==> config.mk <==
export PLATFORM = sky130hd
export DESIGN_NAME = block_partition_owner_router_flat
export DESIGN_NICKNAME = d
export VERILOG_FILES = /design/src/rtl/bpor_pkg.sv /design/src/rtl/bpor_req_if.sv /design/src/rtl/bpor_rsp_if.sv /design/src/rtl/bpor_cfg.sv /design/src/rtl/bpor_front.sv /design/src/rtl/bpor_divider.sv /design/src/rtl/bpor_back.sv /design/src/rtl/block_partition_owner_router.sv /design/src/flat_wrapper.sv
export SDC_FILE = /design/constraint.sdc
export NUM_CORES = 2
export LEC_CHECK = 0
export ABC_CLOCK_PERIOD_IN_PS = 21300
export BUFFER_PORTS_ARGS = -buffer_cell sky130_fd_sc_hd__clkbuf_2
export CORE_MARGIN = 2
export CORE_UTILIZATION = 62
export CTS_CLUSTER_SIZE = 40
export DETAILED_ROUTE_END_ITERATION = 6
export GPL_TIMING_DRIVEN = 0
export PLACE_DENSITY_LB_ADDON = 0.08
export RECOVER_POWER = 100
export SKIP_LAST_GASP = 1
export SYNTH_ARGS = -nofsm -noshare
export SYNTH_HDL_FRONTEND = slang
export SYNTH_SLANG_ARGS = --single-unit
==> constraint.sdc <==
create_clock -name clock -period 21.3 [get_ports clock]
set_input_delay 0 -clock clock [delete_from_list [all_inputs] [get_ports clock]]
set_output_delay 0 -clock clock [all_outputs]
set_load 0.005 [all_outputs]
==> src/rtl/bpor_pkg.sv <==
// ----------------------------------------------------------------------------
// bpor_pkg: shared types and constants of the block partition owner router
// widths, register codes and the records that travel between pipeline parts
// ----------------------------------------------------------------------------
`default_nettype none

package bpor_pkg;

   // partition limits
   localparam int MAX_PAIRS  = 1048576;
   localparam int MAX_STATES = 4096;
   localparam int MAX_RANKS  = 1024;

   // field widths
   localparam int COORD_W = 24;
   localparam int VALUE_W = 64;
   localparam int OWNER_W = 10;
   localparam int FLAT_W  = 32;

   // register widths
   localparam int PAIR_COUNT_W  = 21;
   localparam int STATE_COUNT_W = 13;
   localparam int RANK_COUNT_W  = 11;

   // clamped counts and the indices below them
   localparam int NP_W    = $clog2(MAX_PAIRS + 1);
   localparam int NS_W    = $clog2(MAX_STATES + 1);
   localparam int NR_W    = $clog2(MAX_RANKS + 1);
   localparam int PAIR_W  = $clog2(MAX_PAIRS);
   localparam int STATE_W = $clog2(MAX_STATES);

   // register port
   localparam int CSR_ADDR_W = 5;
   localparam int CSR_DATA_W = 32;
   localparam int REG_IDX_W  = CSR_ADDR_W - 2;

   typedef enum logic [REG_IDX_W-1:0] {
      REG_ROW_START    = 3'd0,
      REG_COLUMN_START = 3'd1,
      REG_PAIR_COUNT   = 3'd2,
      REG_STATE_COUNT  = 3'd3,
      REG_RANK_COUNT   = 3'd4
   } reg_index_type;

   typedef struct packed {
      logic [VALUE_W-1:0] re;
      logic [VALUE_W-1:0] im;
   } value_type;

   typedef struct packed {
      logic [COORD_W-1:0] elem_row;
      logic [COORD_W-1:0] global_col;
      logic [VALUE_W-1:0] value_re_bits;
      logic [VALUE_W-1:0] value_im_bits;
   } req_type;

   typedef struct packed {
      logic               in_block;
      logic [OWNER_W-1:0] owner_rank;
      logic [FLAT_W-1:0]  flat_index;
      logic [VALUE_W-1:0] out_re_bits;
      logic [VALUE_W-1:0] out_im_bits;
   } rsp_type;

   // partition settings seen by the datapath
   typedef struct packed {
      logic [COORD_W-1:0] row_start;
      logic [COORD_W-1:0] column_start;
      logic [NP_W-1:0]    np;
      logic [NS_W-1:0]    ns;
      logic [NP_W-1:0]    base;
      logic [OWNER_W-1:0] rem;
      logic [NP_W-1:0]    wide_end;
   } cfg_type;

   // record through the owner divider
   typedef struct packed {
      logic               in_win;
      logic               low_part;
      logic [PAIR_W-1:0]  pair;
      logic [STATE_W-1:0] state;
      logic [PAIR_W-1:0]  rmd;
      logic [NP_W-1:0]    divisor;
      logic [OWNER_W-1:0] quot;
      value_type          value;
   } div_type;

endpackage

`default_nettype wire

==> src/rtl/bpor_req_if.sv <==
// ----------------------------------------------------------------------------
// bpor_req_if: request channel
// valid/ready handshake carrying one matrix element
// ----------------------------------------------------------------------------
`default_nettype none

interface bpor_req_if;
   import bpor_pkg::*;

   logic               valid;
   logic               ready;
   logic [COORD_W-1:0] elem_row;
   logic [COORD_W-1:0] global_col;
   logic [VALUE_W-1:0] value_re_bits;
   logic [VALUE_W-1:0] value_im_bits;

   modport source (
      output valid, output elem_row, output global_col,
      output value_re_bits, output value_im_bits,
      input  ready
   );

   modport sink (
      input  valid, input elem_row, input global_col,
      input  value_re_bits, input value_im_bits,
      output ready
   );
endinterface

`default_nettype wire

==> src/rtl/bpor_rsp_if.sv <==
// ----------------------------------------------------------------------------
// bpor_rsp_if: response channel
// valid/ready handshake carrying owner, local index and value
// ----------------------------------------------------------------------------
`default_nettype none

interface bpor_rsp_if;
   import bpor_pkg::*;

   logic               valid;
   logic               ready;
   logic               in_block;
   logic [OWNER_W-1:0] owner_rank;
   logic [FLAT_W-1:0]  flat_index;
   logic [VALUE_W-1:0] out_re_bits;
   logic [VALUE_W-1:0] out_im_bits;

   modport source (
      output valid, output in_block, output owner_rank, output flat_index,
      output out_re_bits, output out_im_bits,
      input  ready
   );

   modport sink (
      input  valid, input in_block, input owner_rank, input flat_index,
      input  out_re_bits, input out_im_bits,
      output ready
   );
endinterface

`default_nettype wire

==> src/rtl/bpor_cfg.sv <==
// ----------------------------------------------------------------------------
// bpor_cfg: register file and partition setup
// apb registers, count clamping and a serial divider for base and remainder
// ----------------------------------------------------------------------------
`default_nettype none

module bpor_cfg (
   input  logic                               clock,
   input  logic                               reset,
   input  logic                               psel,
   input  logic                               penable,
   input  logic                               pwrite,
   input  logic [bpor_pkg::CSR_ADDR_W-1:0]    paddr,
   input  logic [bpor_pkg::CSR_DATA_W-1:0]    pwdata,
   output logic [bpor_pkg::CSR_DATA_W-1:0]    prdata,
   output logic                               pready,
   output bpor_pkg::cfg_type                  cfg,
   output logic                               busy
);
   import bpor_pkg::*;

   localparam int CNT_W = $clog2(NP_W);

   typedef enum logic [1:0] {
      CFG_IDLE,
      CFG_LOAD,
      CFG_DIV,
      CFG_FINISH
   } cfg_state_type;

   logic [COORD_W-1:0]       row_start_ff;
   logic [COORD_W-1:0]       column_start_ff;
   logic [PAIR_COUNT_W-1:0]  pair_count_ff;
   logic [STATE_COUNT_W-1:0] state_count_ff;
   logic [RANK_COUNT_W-1:0]  rank_count_ff;

   reg_index_type            reg_index;
   logic                     wr_en;
   logic [NP_W-1:0]          np;
   logic [NS_W-1:0]          ns;
   logic [NR_W-1:0]          nr;

   cfg_state_type            state_ff;
   logic [NP_W-1:0]          dq_ff;
   logic [NR_W-1:0]          dr_ff;
   logic [CNT_W-1:0]         cnt_ff;
   logic [NP_W-1:0]          base_ff;
   logic [OWNER_W-1:0]       rem_ff;
   logic [NP_W-1:0]          wide_end_ff;

   logic [NR_W:0]            trial;
   logic                     ge;
   logic [NP_W-1:0]          base_inc;
   logic [NP_W+OWNER_W-1:0]  le_prod;

   assign reg_index = reg_index_type'(paddr[CSR_ADDR_W-1:2]);
   assign wr_en     = psel & penable & pwrite;
   assign pready    = 1'b1;

   always_ff @(posedge clock) begin
      if (reset) begin
         row_start_ff    <= '0;
         column_start_ff <= '0;
         pair_count_ff   <= PAIR_COUNT_W'(1);
         state_count_ff  <= STATE_COUNT_W'(1);
         rank_count_ff   <= RANK_COUNT_W'(1);
      end else if (wr_en) begin
         case (reg_index)
            REG_ROW_START:    row_start_ff    <= pwdata[COORD_W-1:0];
            REG_COLUMN_START: column_start_ff <= pwdata[COORD_W-1:0];
            REG_PAIR_COUNT:   pair_count_ff   <= pwdata[PAIR_COUNT_W-1:0];
            REG_STATE_COUNT:  state_count_ff  <= pwdata[STATE_COUNT_W-1:0];
            REG_RANK_COUNT:   rank_count_ff   <= pwdata[RANK_COUNT_W-1:0];
            default: ;
         endcase
      end
   end

   always_comb begin
      case (reg_index)
         REG_ROW_START:    prdata = CSR_DATA_W'(row_start_ff);
         REG_COLUMN_START: prdata = CSR_DATA_W'(column_start_ff);
         REG_PAIR_COUNT:   prdata = CSR_DATA_W'(pair_count_ff);
         REG_STATE_COUNT:  prdata = CSR_DATA_W'(state_count_ff);
         REG_RANK_COUNT:   prdata = CSR_DATA_W'(rank_count_ff);
         default:          prdata = '0;
      endcase
   end

   // zero counts as one, large counts saturate
   always_comb begin
      if (pair_count_ff == '0) begin
         np = NP_W'(1);
      end else if (NP_W'(pair_count_ff) > NP_W'(MAX_PAIRS)) begin
         np = NP_W'(MAX_PAIRS);
      end else begin
         np = NP_W'(pair_count_ff);
      end
      if (state_count_ff == '0) begin
         ns = NS_W'(1);
      end else if (NS_W'(state_count_ff) > NS_W'(MAX_STATES)) begin
         ns = NS_W'(MAX_STATES);
      end else begin
         ns = NS_W'(state_count_ff);
      end
      if (rank_count_ff == '0) begin
         nr = NR_W'(1);
      end else if (NR_W'(rank_count_ff) > NR_W'(MAX_RANKS)) begin
         nr = NR_W'(MAX_RANKS);
      end else begin
         nr = NR_W'(rank_count_ff);
      end
   end

   // restoring division step, one quotient bit per cycle
   assign trial    = {dr_ff, dq_ff[NP_W-1]};
   assign ge       = trial >= {1'b0, nr};
   assign base_inc = dq_ff + 1'b1;
   assign le_prod  = base_inc * dr_ff[OWNER_W-1:0];

   always_ff @(posedge clock) begin
      if (reset) begin
         state_ff    <= CFG_IDLE;
         base_ff     <= NP_W'(1);
         rem_ff      <= '0;
         wide_end_ff <= '0;
      end else if (wr_en) begin
         state_ff <= CFG_LOAD;
      end else begin
         case (state_ff)
            CFG_IDLE: ;
            CFG_LOAD: begin
               dq_ff    <= np;
               dr_ff    <= '0;
               cnt_ff   <= CNT_W'(NP_W - 1);
               state_ff <= CFG_DIV;
            end
            CFG_DIV: begin
               dq_ff <= {dq_ff[NP_W-2:0], ge};
               if (ge) begin
                  dr_ff <= NR_W'(trial - {1'b0, nr});
               end else begin
                  dr_ff <= trial[NR_W-1:0];
               end
               cnt_ff <= cnt_ff - 1'b1;
               if (cnt_ff == '0) begin
                  state_ff <= CFG_FINISH;
               end
            end
            CFG_FINISH: begin
               base_ff     <= dq_ff;
               rem_ff      <= dr_ff[OWNER_W-1:0];
               wide_end_ff <= le_prod[NP_W-1:0];
               state_ff    <= CFG_IDLE;
            end
            default: state_ff <= CFG_IDLE;
         endcase
      end
   end

   assign busy = (state_ff != CFG_IDLE);

   always_comb begin
      cfg.row_start    = row_start_ff;
      cfg.column_start = column_start_ff;
      cfg.np           = np;
      cfg.ns           = ns;
      cfg.base         = base_ff;
      cfg.rem          = rem_ff;
      cfg.wide_end     = wide_end_ff;
   end

endmodule

`default_nettype wire

==> src/rtl/bpor_front.sv <==
// ----------------------------------------------------------------------------
// bpor_front: block test and divider setup
// two stages: window compare, then dividend and divisor selection
// ----------------------------------------------------------------------------
`default_nettype none

module bpor_front (
   input  logic              clock,
   input  logic              reset,
   input  logic              in_valid,
   output logic              in_ready,
   input  bpor_pkg::req_type in_data,
   input  bpor_pkg::cfg_type cfg,
   output logic              out_valid,
   input  logic              out_ready,
   output bpor_pkg::div_type out_data
);
   import bpor_pkg::*;

   typedef struct packed {
      logic               in_win;
      logic [PAIR_W-1:0]  pair;
      logic [STATE_W-1:0] state;
      value_type          value;
   } locate_type;

   locate_type         s1_ff, s1_in;
   logic               s1_v_ff;
   div_type            s2_ff, s2_in;
   logic               s2_v_ff;
   logic               en1, en2;
   logic [COORD_W:0]   row_diff, col_diff;
   logic               row_hit, col_hit, low_part;
   logic [NP_W-1:0]    pair_ext;

   assign en2      = !s2_v_ff || out_ready;
   assign en1      = !s1_v_ff || en2;
   assign in_ready = en1;

   assign row_diff = {1'b0, in_data.elem_row} - {1'b0, cfg.row_start};
   assign col_diff = {1'b0, in_data.global_col} - {1'b0, cfg.column_start};
   assign row_hit  = !row_diff[COORD_W] && (row_diff[COORD_W-1:0] < COORD_W'(cfg.np));
   assign col_hit  = !col_diff[COORD_W] && (col_diff[COORD_W-1:0] < COORD_W'(cfg.ns));

   always_comb begin
      s1_in.in_win   = row_hit && col_hit;
      s1_in.pair     = row_diff[PAIR_W-1:0];
      s1_in.state    = col_diff[STATE_W-1:0];
      s1_in.value.re = in_data.value_re_bits;
      s1_in.value.im = in_data.value_im_bits;
   end

   // pairs below wide_end belong to ranks holding base+1 pairs
   assign pair_ext = NP_W'(s1_ff.pair);
   assign low_part = pair_ext < cfg.wide_end;

   always_comb begin
      s2_in.in_win   = s1_ff.in_win;
      s2_in.low_part = low_part;
      s2_in.pair     = s1_ff.pair;
      s2_in.state    = s1_ff.state;
      s2_in.quot     = '0;
      s2_in.value    = s1_ff.value;
      if (low_part) begin
         s2_in.rmd     = s1_ff.pair;
         s2_in.divisor = NP_W'(cfg.base + 1'b1);
      end else begin
         s2_in.rmd     = PAIR_W'(pair_ext - cfg.wide_end);
         s2_in.divisor = cfg.base;
      end
   end

   always_ff @(posedge clock) begin
      if (reset) begin
         s1_v_ff <= 1'b0;
         s2_v_ff <= 1'b0;
      end else begin
         if (en1) begin
            s1_v_ff <= in_valid;
         end
         if (en2) begin
            s2_v_ff <= s1_v_ff;
         end
      end
   end

   always_ff @(posedge clock) begin
      if (en1 && in_valid) begin
         s1_ff <= s1_in;
      end
      if (en2 && s1_v_ff) begin
         s2_ff <= s2_in;
      end
   end

   assign out_valid = s2_v_ff;
   assign out_data  = s2_ff;

endmodule

`default_nettype wire

==> src/rtl/bpor_divider.sv <==
// ----------------------------------------------------------------------------
// bpor_divider: pipelined owner divider
// one restoring step per stage, quotient bits from the top down
// ----------------------------------------------------------------------------
`default_nettype none

module bpor_divider (
   input  logic              clock,
   input  logic              reset,
   input  logic              in_valid,
   output logic              in_ready,
   input  bpor_pkg::div_type in_data,
   output logic              out_valid,
   input  logic              out_ready,
   output bpor_pkg::div_type out_data
);
   import bpor_pkg::*;

   localparam int SH_W = NP_W + OWNER_W;

   div_type            st_ff  [OWNER_W];
   div_type            st_in  [OWNER_W];
   div_type            src    [OWNER_W];
   logic [OWNER_W-1:0] v_ff;
   logic [OWNER_W-1:0] src_v;
   logic [OWNER_W-1:0] en;

   always_comb begin
      src[0]   = in_data;
      src_v[0] = in_valid;
      for (int k = 1; k < OWNER_W; k++) begin
         src[k]   = st_ff[k-1];
         src_v[k] = v_ff[k-1];
      end
   end

   // stage k decides quotient bit OWNER_W-1-k
   always_comb begin
      logic [SH_W-1:0] trial_div;
      logic [SH_W-1:0] rmd_ext;
      for (int k = 0; k < OWNER_W; k++) begin
         trial_div = SH_W'(src[k].divisor) << (OWNER_W - 1 - k);
         rmd_ext   = SH_W'(src[k].rmd);
         st_in[k]  = src[k];
         if (rmd_ext >= trial_div) begin
            st_in[k].rmd                   = PAIR_W'(rmd_ext - trial_div);
            st_in[k].quot[OWNER_W - 1 - k] = 1'b1;
         end
      end
   end

   always_comb begin
      en[OWNER_W-1] = !v_ff[OWNER_W-1] || out_ready;
      for (int k = OWNER_W - 2; k >= 0; k--) begin
         en[k] = !v_ff[k] || en[k+1];
      end
   end

   always_ff @(posedge clock) begin
      if (reset) begin
         v_ff <= '0;
      end else begin
         for (int k = 0; k < OWNER_W; k++) begin
            if (en[k]) begin
               v_ff[k] <= src_v[k];
            end
         end
      end
   end

   always_ff @(posedge clock) begin
      for (int k = 0; k < OWNER_W; k++) begin
         if (en[k] && src_v[k]) begin
            st_ff[k] <= st_in[k];
         end
      end
   end

   assign in_ready  = en[0];
   assign out_valid = v_ff[OWNER_W-1];
   assign out_data  = st_ff[OWNER_W-1];

endmodule

`default_nettype wire

==> src/rtl/bpor_back.sv <==
// ----------------------------------------------------------------------------
// bpor_back: owner range and local index
// three stages: owner select, products, final sum into the response register
// ----------------------------------------------------------------------------
`default_nettype none

module bpor_back (
   input  logic              clock,
   input  logic              reset,
   input  logic              in_valid,
   output logic              in_ready,
   input  bpor_pkg::div_type in_data,
   input  bpor_pkg::cfg_type cfg,
   output logic              out_valid,
   input  logic              out_ready,
   output bpor_pkg::rsp_type out_data
);
   import bpor_pkg::*;

   typedef struct packed {
      logic               in_win;
      logic [PAIR_W-1:0]  pair;
      logic [STATE_W-1:0] state;
      logic [OWNER_W-1:0] owner;
      logic [OWNER_W-1:0] minv;
      logic [NP_W-1:0]    count;
      value_type          value;
   } owner_type;

   typedef struct packed {
      logic               in_win;
      logic [PAIR_W-1:0]  pair;
      logic [OWNER_W-1:0] owner;
      logic [OWNER_W-1:0] minv;
      logic [FLAT_W-1:0]  prod_state;
      logic [FLAT_W-1:0]  prod_first;
      value_type          value;
   } product_type;

   owner_type                 b1_ff, b1_in;
   product_type               b2_ff, b2_in;
   rsp_type                   b3_ff, b3_in;
   logic                      b1_v_ff, b2_v_ff, b3_v_ff;
   logic                      en1, en2, en3;
   logic [OWNER_W-1:0]        rank_sum;
   logic [OWNER_W-1:0]        owner;
   logic                      lt;
   logic [OWNER_W+NP_W-1:0]   pf_full;
   logic [STATE_W+NP_W-1:0]   ps_full;
   logic [FLAT_W-1:0]         flat;

   assign en3      = !b3_v_ff || out_ready;
   assign en2      = !b2_v_ff || en3;
   assign en1      = !b1_v_ff || en2;
   assign in_ready = en1;

   // large ranks come first, the rest follow rem
   assign rank_sum = cfg.rem + in_data.quot;
   assign owner    = in_data.low_part ? in_data.quot : rank_sum;
   assign lt       = owner < cfg.rem;

   always_comb begin
      b1_in.in_win = in_data.in_win;
      b1_in.pair   = in_data.pair;
      b1_in.state  = in_data.state;
      b1_in.owner  = owner;
      b1_in.minv   = lt ? owner : cfg.rem;
      b1_in.count  = cfg.base + NP_W'(lt);
      b1_in.value  = in_data.value;
   end

   assign pf_full = b1_ff.owner * cfg.base;
   assign ps_full = b1_ff.state * b1_ff.count;

   always_comb begin
      b2_in.in_win     = b1_ff.in_win;
      b2_in.pair       = b1_ff.pair;
      b2_in.owner      = b1_ff.owner;
      b2_in.minv       = b1_ff.minv;
      b2_in.prod_state = FLAT_W'(ps_full);
      b2_in.prod_first = FLAT_W'(pf_full);
      b2_in.value      = b1_ff.value;
   end

   assign flat = b2_ff.prod_state + FLAT_W'(b2_ff.pair) - b2_ff.prod_first
                 - FLAT_W'(b2_ff.minv);

   always_comb begin
      b3_in.in_block    = b2_ff.in_win;
      b3_in.owner_rank  = b2_ff.in_win ? b2_ff.owner : '0;
      b3_in.flat_index  = b2_ff.in_win ? flat : '0;
      b3_in.out_re_bits = b2_ff.value.re;
      b3_in.out_im_bits = b2_ff.value.im;
   end

   always_ff @(posedge clock) begin
      if (reset) begin
         b1_v_ff <= 1'b0;
         b2_v_ff <= 1'b0;
         b3_v_ff <= 1'b0;
      end else begin
         if (en1) begin
            b1_v_ff <= in_valid;
         end
         if (en2) begin
            b2_v_ff <= b1_v_ff;
         end
         if (en3) begin
            b3_v_ff <= b2_v_ff;
         end
      end
   end

   always_ff @(posedge clock) begin
      if (en1 && in_valid) begin
         b1_ff <= b1_in;
      end
      if (en2 && b1_v_ff) begin
         b2_ff <= b2_in;
      end
      if (en3 && b2_v_ff) begin
         b3_ff <= b3_in;
      end
   end

   assign out_valid = b3_v_ff;
   assign out_data  = b3_ff;

endmodule

`default_nettype wire

==> src/rtl/block_partition_owner_router.sv <==
// ----------------------------------------------------------------------------
// block_partition_owner_router: owner rank and local index of matrix elements
// tests each element against the selected block, finds the rank owning its
// row under an even block partition and forms the flat local index
// ----------------------------------------------------------------------------
// throughput: one request per cycle while the response side is ready and no
// setup is running, set by the 15-stage pipeline
// (2 front stages, 10 divider stages for the owner quotient, 3 back stages)
// after every register write, requests are held off while the serial divider
// recomputes pairs per rank and the remainder
// reset (synchronous) empties the pipeline and restores the register defaults
`default_nettype none

module block_partition_owner_router (
   input  logic                            clock,
   input  logic                            reset,
   bpor_req_if.sink                        req_ch,
   bpor_rsp_if.source                      rsp_ch,
   input  logic                            psel,
   input  logic                            penable,
   input  logic                            pwrite,
   input  logic [bpor_pkg::CSR_ADDR_W-1:0] paddr,
   input  logic [bpor_pkg::CSR_DATA_W-1:0] pwdata,
   output logic [bpor_pkg::CSR_DATA_W-1:0] prdata,
   output logic                            pready
);
   import bpor_pkg::*;

   cfg_type  cfg;
   logic     busy;

   req_type  req_data;
   logic     front_valid, front_ready;

   div_type  div_in_data;
   logic     div_in_valid, div_in_ready;
   div_type  div_out_data;
   logic     div_out_valid, div_out_ready;

   rsp_type  rsp_data;

   // registers plus the base/remainder setup divider
   bpor_cfg u_cfg (
      .clock   (clock),
      .reset   (reset),
      .psel    (psel),
      .penable (penable),
      .pwrite  (pwrite),
      .paddr   (paddr),
      .pwdata  (pwdata),
      .prdata  (prdata),
      .pready  (pready),
      .cfg     (cfg),
      .busy    (busy)
   );

   // no requests taken while the partition setup is being recomputed
   assign front_valid  = req_ch.valid & ~busy;
   assign req_ch.ready = front_ready & ~busy;

   always_comb begin
      req_data.elem_row      = req_ch.elem_row;
      req_data.global_col    = req_ch.global_col;
      req_data.value_re_bits = req_ch.value_re_bits;
      req_data.value_im_bits = req_ch.value_im_bits;
   end

   // window test, pair/state offsets, dividend and divisor
   bpor_front u_front (
      .clock     (clock),
      .reset     (reset),
      .in_valid  (front_valid),
      .in_ready  (front_ready),
      .in_data   (req_data),
      .cfg       (cfg),
      .out_valid (div_in_valid),
      .out_ready (div_in_ready),
      .out_data  (div_in_data)
   );

   // owner quotient, one bit per stage
   bpor_divider u_divider (
      .clock     (clock),
      .reset     (reset),
      .in_valid  (div_in_valid),
      .in_ready  (div_in_ready),
      .in_data   (div_in_data),
      .out_valid (div_out_valid),
      .out_ready (div_out_ready),
      .out_data  (div_out_data)
   );

   // owner, first pair and count, flat index; last stage is the response register
   bpor_back u_back (
      .clock     (clock),
      .reset     (reset),
      .in_valid  (div_out_valid),
      .in_ready  (div_out_ready),
      .in_data   (div_out_data),
      .cfg       (cfg),
      .out_valid (rsp_ch.valid),
      .out_ready (rsp_ch.ready),
      .out_data  (rsp_data)
   );

   assign rsp_ch.in_block    = rsp_data.in_block;
   assign rsp_ch.owner_rank  = rsp_data.owner_rank;
   assign rsp_ch.flat_index  = rsp_data.flat_index;
   assign rsp_ch.out_re_bits = rsp_data.out_re_bits;
   assign rsp_ch.out_im_bits = rsp_data.out_im_bits;

endmodule

`default_nettype wire

==> src/flat_wrapper.sv <==
// flat-port wrapper written by rule: the top's interface ports become plain ports
module block_partition_owner_router_flat import bpor_pkg::*;
  (clock, reset, psel, penable, pwrite, paddr, pwdata, prdata, pready, req_ch_valid, req_ch_elem_row, req_ch_global_col, req_ch_value_re_bits, req_ch_value_im_bits, req_ch_ready, rsp_ch_valid, rsp_ch_in_block, rsp_ch_owner_rank, rsp_ch_flat_index, rsp_ch_out_re_bits, rsp_ch_out_im_bits, rsp_ch_ready);
  bpor_req_if req_ch_i ();
  bpor_rsp_if rsp_ch_i ();
  input  logic clock;
  input  logic reset;
  input  logic psel;
  input  logic penable;
  input  logic pwrite;
  input  logic [bpor_pkg::CSR_ADDR_W-1:0] paddr;
  input  logic [bpor_pkg::CSR_DATA_W-1:0] pwdata;
  output logic [bpor_pkg::CSR_DATA_W-1:0] prdata;
  output logic pready;
  input wire logic [$bits(req_ch_i.valid)-1:0] req_ch_valid;
  input wire logic [$bits(req_ch_i.elem_row)-1:0] req_ch_elem_row;
  input wire logic [$bits(req_ch_i.global_col)-1:0] req_ch_global_col;
  input wire logic [$bits(req_ch_i.value_re_bits)-1:0] req_ch_value_re_bits;
  input wire logic [$bits(req_ch_i.value_im_bits)-1:0] req_ch_value_im_bits;
  output wire logic [$bits(req_ch_i.ready)-1:0] req_ch_ready;
  output wire logic [$bits(rsp_ch_i.valid)-1:0] rsp_ch_valid;
  output wire logic [$bits(rsp_ch_i.in_block)-1:0] rsp_ch_in_block;
  output wire logic [$bits(rsp_ch_i.owner_rank)-1:0] rsp_ch_owner_rank;
  output wire logic [$bits(rsp_ch_i.flat_index)-1:0] rsp_ch_flat_index;
  output wire logic [$bits(rsp_ch_i.out_re_bits)-1:0] rsp_ch_out_re_bits;
  output wire logic [$bits(rsp_ch_i.out_im_bits)-1:0] rsp_ch_out_im_bits;
  input wire logic [$bits(rsp_ch_i.ready)-1:0] rsp_ch_ready;
  assign req_ch_i.valid = req_ch_valid;
  assign req_ch_i.elem_row = req_ch_elem_row;
  assign req_ch_i.global_col = req_ch_global_col;
  assign req_ch_i.value_re_bits = req_ch_value_re_bits;
  assign req_ch_i.value_im_bits = req_ch_value_im_bits;
  assign req_ch_ready = req_ch_i.ready;
  assign rsp_ch_valid = rsp_ch_i.valid;
  assign rsp_ch_in_block = rsp_ch_i.in_block;
  assign rsp_ch_owner_rank = rsp_ch_i.owner_rank;
  assign rsp_ch_flat_index = rsp_ch_i.flat_index;
  assign rsp_ch_out_re_bits = rsp_ch_i.out_re_bits;
  assign rsp_ch_out_im_bits = rsp_ch_i.out_im_bits;
  assign rsp_ch_i.ready = rsp_ch_ready;
  block_partition_owner_router u_core (.clock(clock), .reset(reset), .req_ch(req_ch_i), .rsp_ch(rsp_ch_i), .psel(psel), .penable(penable), .pwrite(pwrite), .paddr(paddr), .pwdata(pwdata), .prdata(prdata), .pready(pready));
endmodule
# After elaboration in Yosys (flattened, before gate mapping)
# Memories as Yosys holds them, arrays and structs flattened.
# Cells that the tools add are included.
# W data, S select, Z words.
dict set report op_classes {
  addsub 22
  multipliers 3
  n_lt_le_gt_ge 18
  eq_ne 9
  muxes 57
  bitwise_logic 7
  reduce_logical 69
}
# operator n
set op_table {}
lappend op_table {{$sub A20 B20 Y20} 11}
lappend op_table {{$mux W20} 10}
lappend op_table {{$pmux W24 S5} 1}
lappend op_table {{$sub A24 B24 Y25} 2}
lappend op_table {{$add A21 B1 Y21 const B} 2}
lappend op_table {{$mux W21} 2}
lappend op_table {{$pmux W21 S2} 1}
lappend op_table {{$mux W41} 1}
lappend op_table {{$mux W11} 3}
lappend op_table {{$add A32 B20 Y32} 1}
lappend op_table {{$mul A12 B21 Y32} 1}
lappend op_table {{$sub A32 B10 Y32} 1}
lappend op_table {{$sub A32 B31 Y32} 1}
lappend op_table {{$mul A10 B21 Y31} 1}
lappend op_table {{$mux W1} 31}
lappend op_table {{$ge A20 B30 Y1} 1}
lappend op_table {{$ge A20 B29 Y1} 1}
lappend op_table {{$ge A20 B28 Y1} 1}
lappend op_table {{$ge A20 B27 Y1} 1}
lappend op_table {{$ge A20 B26 Y1} 1}
lappend op_table {{$mux W13} 2}
lappend op_table {{$ge A20 B25 Y1} 1}
lappend op_table {{$ge A20 B24 Y1} 1}
lappend op_table {{$lt A24 B13 Y1} 1}
lappend op_table {{43 further kinds} 106}
dict set report totals {
  ff_bits 1168
  ramBits 2130
  out_inout_bits 206
  n_memories 1
}
# memory depth width rd rd_clocked_by_memory_dff write_ports line
set memory_table {}
lappend memory_table {u_core.u_divider.st_ff 10 213 10 0 10 bpor_divider.sv:21} ;# div_type st_ff [OWNER_W];

# Depth between registers and ports, before layout
dict set report depth {
  ltp_word 17
  ltp_mapped 27
  mapped_depth_nobuf 27
}

# Modules after synthesis
# Synthesis repeated with hierarchy kept, for this count alone.
dict set report hier_totals {
  cells_unflattened 9223
  hier_area_um2 140767.5
}
# module n_inst cells_per_inst area_per_inst_um2 seq_area_each_um2
set by_module_without_submodules {}
lappend by_module_without_submodules {bpor_divider 1 3634 74346.3 64161.5}
lappend by_module_without_submodules {bpor_back 1 2891 36965.5 18227.5}
lappend by_module_without_submodules {bpor_front 1 1094 15984.1 10970.5}
lappend by_module_without_submodules {bpor_cfg 1 1602 13459.2 4053.9}
lappend by_module_without_submodules {block_partition_owner_router 1 2 12.5 0.0}

# Worst setup path after synthesis
# Ideal clock, no wire load.
dict set report synth_timing {
  path_type {flip-flop to flip-flop}
  from {register u_core.u_back.b3_v_ff (netlist: u_core.u_back.out_valid)}
  to {memory u_core.u_divider.st_ff[8][0] in the netlist's numbering (enable)}
  setup_time_ns 1.108
  arrival_ns 16.233
  required_time_ns 20.192
  slack_ns 3.959
  stages_incl_launch_ff 6
  path_buffers 1
  period_less_slack_ns 17.341
  cell_sequence {dfxtp_1 > nor2b_1 > and2_1 > and3_1 > clkbuf_1 > a21boi_0}
}
# item line
set synth_rtl {}
lappend synth_rtl {{start, declared} bpor_back.sv:43} ;# logic b1_v_ff, b2_v_ff, b3_v_ff;
lappend synth_rtl {{start signal, assigned} bpor_back.sv:109} ;# b3_v_ff <= b2_v_ff;
lappend synth_rtl {{end, declared} bpor_divider.sv:21}

# Worst setup path after layout
dict set report layout_timing {
  from {register u_core.u_back.b3_v_ff (netlist: u_core.u_back.out_valid)}
  to {register u_core.u_front.s2_ff (netlist bit u_core.u_front.out_data[30]) (enable)}
}
dict set report layout_via {
  elab_chain_len 16
}
# item line
set layout_lines {}
lappend layout_lines {{$logic_not A1 Y1} bpor_back.sv:52} ;# assign en3 = !b3_v_ff || out_ready;
lappend layout_lines {{$logic_or A1 B1 Y1} bpor_back.sv:52}
lappend layout_lines {{$logic_or A1 B1 Y1} bpor_back.sv:53} ;# assign en2 = !b2_v_ff || en3;
lappend layout_lines {{$logic_or A1 B1 Y1} bpor_back.sv:54} ;# assign en1 = !b1_v_ff || en2;
lappend layout_lines {{$logic_or A1 B1 Y1} bpor_divider.sv:53} ;# en[OWNER_W-1] = !v_ff[OWNER_W-1] || out_ready;
lappend layout_lines {{$logic_or A1 B1 Y1 (9 in a row)} bpor_divider.sv:55} ;# en[k] = !v_ff[k] || en[k+1];
lappend layout_lines {{$logic_or A1 B1 Y1} bpor_front.sv:36} ;# assign en2 = !s2_v_ff || out_ready;
lappend layout_lines {{$logic_and A1 B1 Y1} bpor_front.sv:91} ;# if (en2 && s1_v_ff) begin
lappend layout_lines {{end signal, assigned} bpor_front.sv:92} ;# s2_ff <= s2_in;
lappend layout_lines {{end, declared} bpor_front.sv:29} ;# div_type s2_ff, s2_in;
# No other way between the ends.
# A chain may end at the register's enable or synchronous reset.

==> out/results.ini <==
[run_status]
status=finished, violations left
violations=capacitance limit, slew limit

[critical_path]
crit_arrival_ns=10.09
slowest_stage=nor2b_1
cp_num_buf_inv=5
cp_top_family=buffers and inverters
reg2regPathDepth=14
reg2reg_slack_ns=11.75
crit_type=flop to flop
crit_path_start_kind=flop
max_stage_delay_ns=2.01
end_kind=flop
path_common_cell=clkbuf_1
cp.depth=14
cp_max_fo=34
cp.required_ns=21.84
r2r-start=u_core.u_back.out_valid
crit_chain=nor2b_1 -> and2_0 -> and3_1 -> clkbuf_1 -> nand4_1 -> nor3_1 -> and3_1 -> and2_0 -> and3_1 -> nor2b_1 -> clkbuf_1 -> clkbuf_1 -> clkbuf_1 -> clkbuf_1
r2r_end=u_core.u_front.out_data[30]

[drt]
drt_wl_total_um=331400
drc=0
vias=75610
drt-pass1-iter-count=6
viasPerCell=5.755
antenna_left=0
wire_per_inst_um=25.22
drtIter0Drc=6635

[clock_tree]
htreeDepth=5
cts_buffers=324
cts_root_buf=clkbuf_16
cts_tree=built
clock_sinks=3212
clk_latency_ns=1.01
cts_buffer_depth=4
postCtsSetupBuffers=0
clk_pin_slew_ns=0.07

[synth]
yosysWarnings=0
yosysUniqueCellTypes=89
syn_area_per_cell_um2=15.36
netlist_area_um2=135300
synth-edff-count=3050
seq_area_frac_synth_pct=70.09
ys_ff_latch=3212
async_reset_ff_share_pct=0
ys_dominant_reg_cell=edfxtp_1
syn_inst=8811

[power]
p_total_mw=13.81
leakage_nw=57.30
power.density_nw_per_um2=89.16
vdd.ir_drop.worst_uv=104.1

[global_routing]
grt_max_degree=38
grt_pass1_vias=79080
grt_pass1_wl_um=497100
grt_overflow=0
grt_antenna_before_repair=12
grt.total_usage_pct=30.22

[final_layout]
drive_gt1_share_pct=7.671
nFillCells=13770
final_util_pct=71.37
area_growth_pct=14.44
seqCellArea_um2=94830
multi_input_area_um2=36080
final_common_cell=edfxtp_1
nNetsFinal=11280
fin_area_um2=154800
layout_common_cells=edfxtp_1 (3050), nand2_1 (942), inv_1 (914)

[floorplan]
dieWidth_um=471.2
start_util_pct=62.37
dieArea_um2=222000
die_height_um=471.2
ios=426
fp-row-count=171
core_um2=217000

[hold_path]
min_to=u_core.u_front.pair_ext[4]
hold_class=input port to flop
min-delay-start=req_ch_elem_row[4]
worstHoldPathCells=4

[sta]
min_period_ns=9.550
clock-skew-final_ns=0.09210
max-slew-margin-rel_pct=-132.4
slew_violations=2517
rsz0062_at_grt=false
worst_pin_slew_ns=3.454
setup_violations=0
period_share_pct=44.84
hold_viol_final=0
fmax_ghz=0.1047

[placed_design]
place_hpwl_um=208300
postPlaceCellArea_um2=143700
portBuffers=405
gp_congestion=0.9439

[run]
maxCapViolCount=99

-- layer usage --
| metal | track usage (%) | wire length (um) | part of all wire, % | vias up |
|---|---|---|---|---|
| li1 | - | - | - | 33710 |
| met1 | 39.29 | 129300 | 39 | 37870 |
| met2 | 51.22 | 165500 | 50 | 3265 |
| met3 | 4.806 | 21620 | 6.5 | 756 |
| met4 | 12.33 | 14890 | 4.5 | 6 |
| met5 | 0 | 38 | 0.011 | - |
-- what timing repair did --
action,CTS,global route
gates resized for setup,0,0
hold endpoints to repair,358,0
hold buffers,367,0
-- flip-flops by register name, summed over array words and instances (netlist names), 13 cells and up --
register,flops
u_core.u_cfg.state_count_ff,13
u_core.u_back.b1_ff,202
u_core.u_cfg.column_start_ff,24
u_core.u_cfg.base_ff,21
u_core.u_cfg.row_start_ff,24
u_core.u_cfg.dq_ff,21
u_core.u_front.out_data,203
u_core.u_divider.st_ff,2044
u_core.u_cfg.wide_end_ff,21
u_core.u_back.out_data,171
u_core.u_cfg.pair_count_ff,21
u_core.u_back.b2_ff,232
u_core.u_front.pair_ext,20
u_core.u_front.s1_ff,141
-- worst max path at each step --
stage / start / to / slack [ns]
finish: u_core.u_back.out_valid / u_core.u_front.out_data[30] / 11.75
CTS: u_core.u_cfg.dq_ff[0] / u_core.u_cfg.wide_end_ff[19] / 13.11
floorplan: u_core.u_back.out_valid / u_core.u_divider.st_ff[8][0] / 3.96
global placement: u_core.u_back.out_valid / u_core.u_divider.st_ff[8][50] / -7.39
detailed placement: u_core.u_cfg.dq_ff[1] / u_core.u_cfg.wide_end_ff[19] / 13.14
global route: u_core.u_back.out_valid / u_core.u_front.out_data[109] / 11.15
-- tightest hold or removal path: stages --
cell and delay, ns:
clkbuf_2 0.11, ha_1 0.27, a211oi_1 0.18, nor2_1 0.19
-- cell families after synthesis --
kind of cell | count (synthesis) | synth area share [%]
AOI/OAI and AO/OA | 1035 | 4.723
xor gates and xnor gates | 307 | 2.019
adders and majority gates | 1021 | 12.18
buffers and inverters | 1147 | 3.216
DFF | 3212 | 70.09
muxes | 112 | 0.9238
other | 2 | 0.005550
and+or+nand+nor | 1975 | 6.849
-- metrics by stage --
stage	TNS, ns	hold slack [ns]	worst slack, ns	std cells
global route	0	0.01399	11.15	13130
finish	0	0.05187	11.75	13140
floorplan	0	0.09887	3.959	8818
global placement	-5685.33	0.1766	-7.389	12080
CTS	0	0.002378	13.11	13130
detailed placement	0	0.1786	13.14	12200
-- power by group --
part	switching (mW)	internal, mW
clock	2.44	3.14
combinational	0.714	0.486
sequential	0.0585	6.96
total	3.22	10.6
-- synth_stat cells (all sizes together) (104+ instances only) --
cell,count,area [um^2]
edfxtp,3050,91590
nand2,942,3536
inv,914,3431
ha,528,6606
fa,493,9869
a21oi,377,1891
and2,300,1877
nor2,274,1028
o21ai,232,1165
clkbuf,208,780.8
xnor2,201,1775
dfxtp,162,3243
xor2,104,910.9
-- area by class of cell --
class                   count  area share [%]
diodes                     11         0.01778
plain buffers             231          0.5826
clock buffers             400           5.520
clock inverters           160          0.9567
inverters                 916           2.221
multi-input cells        4459           23.30
flip-flops and latches   3212           61.24
well taps                2854           2.306
repair buffers            895           3.849
(Power assumes the default switching activity.)
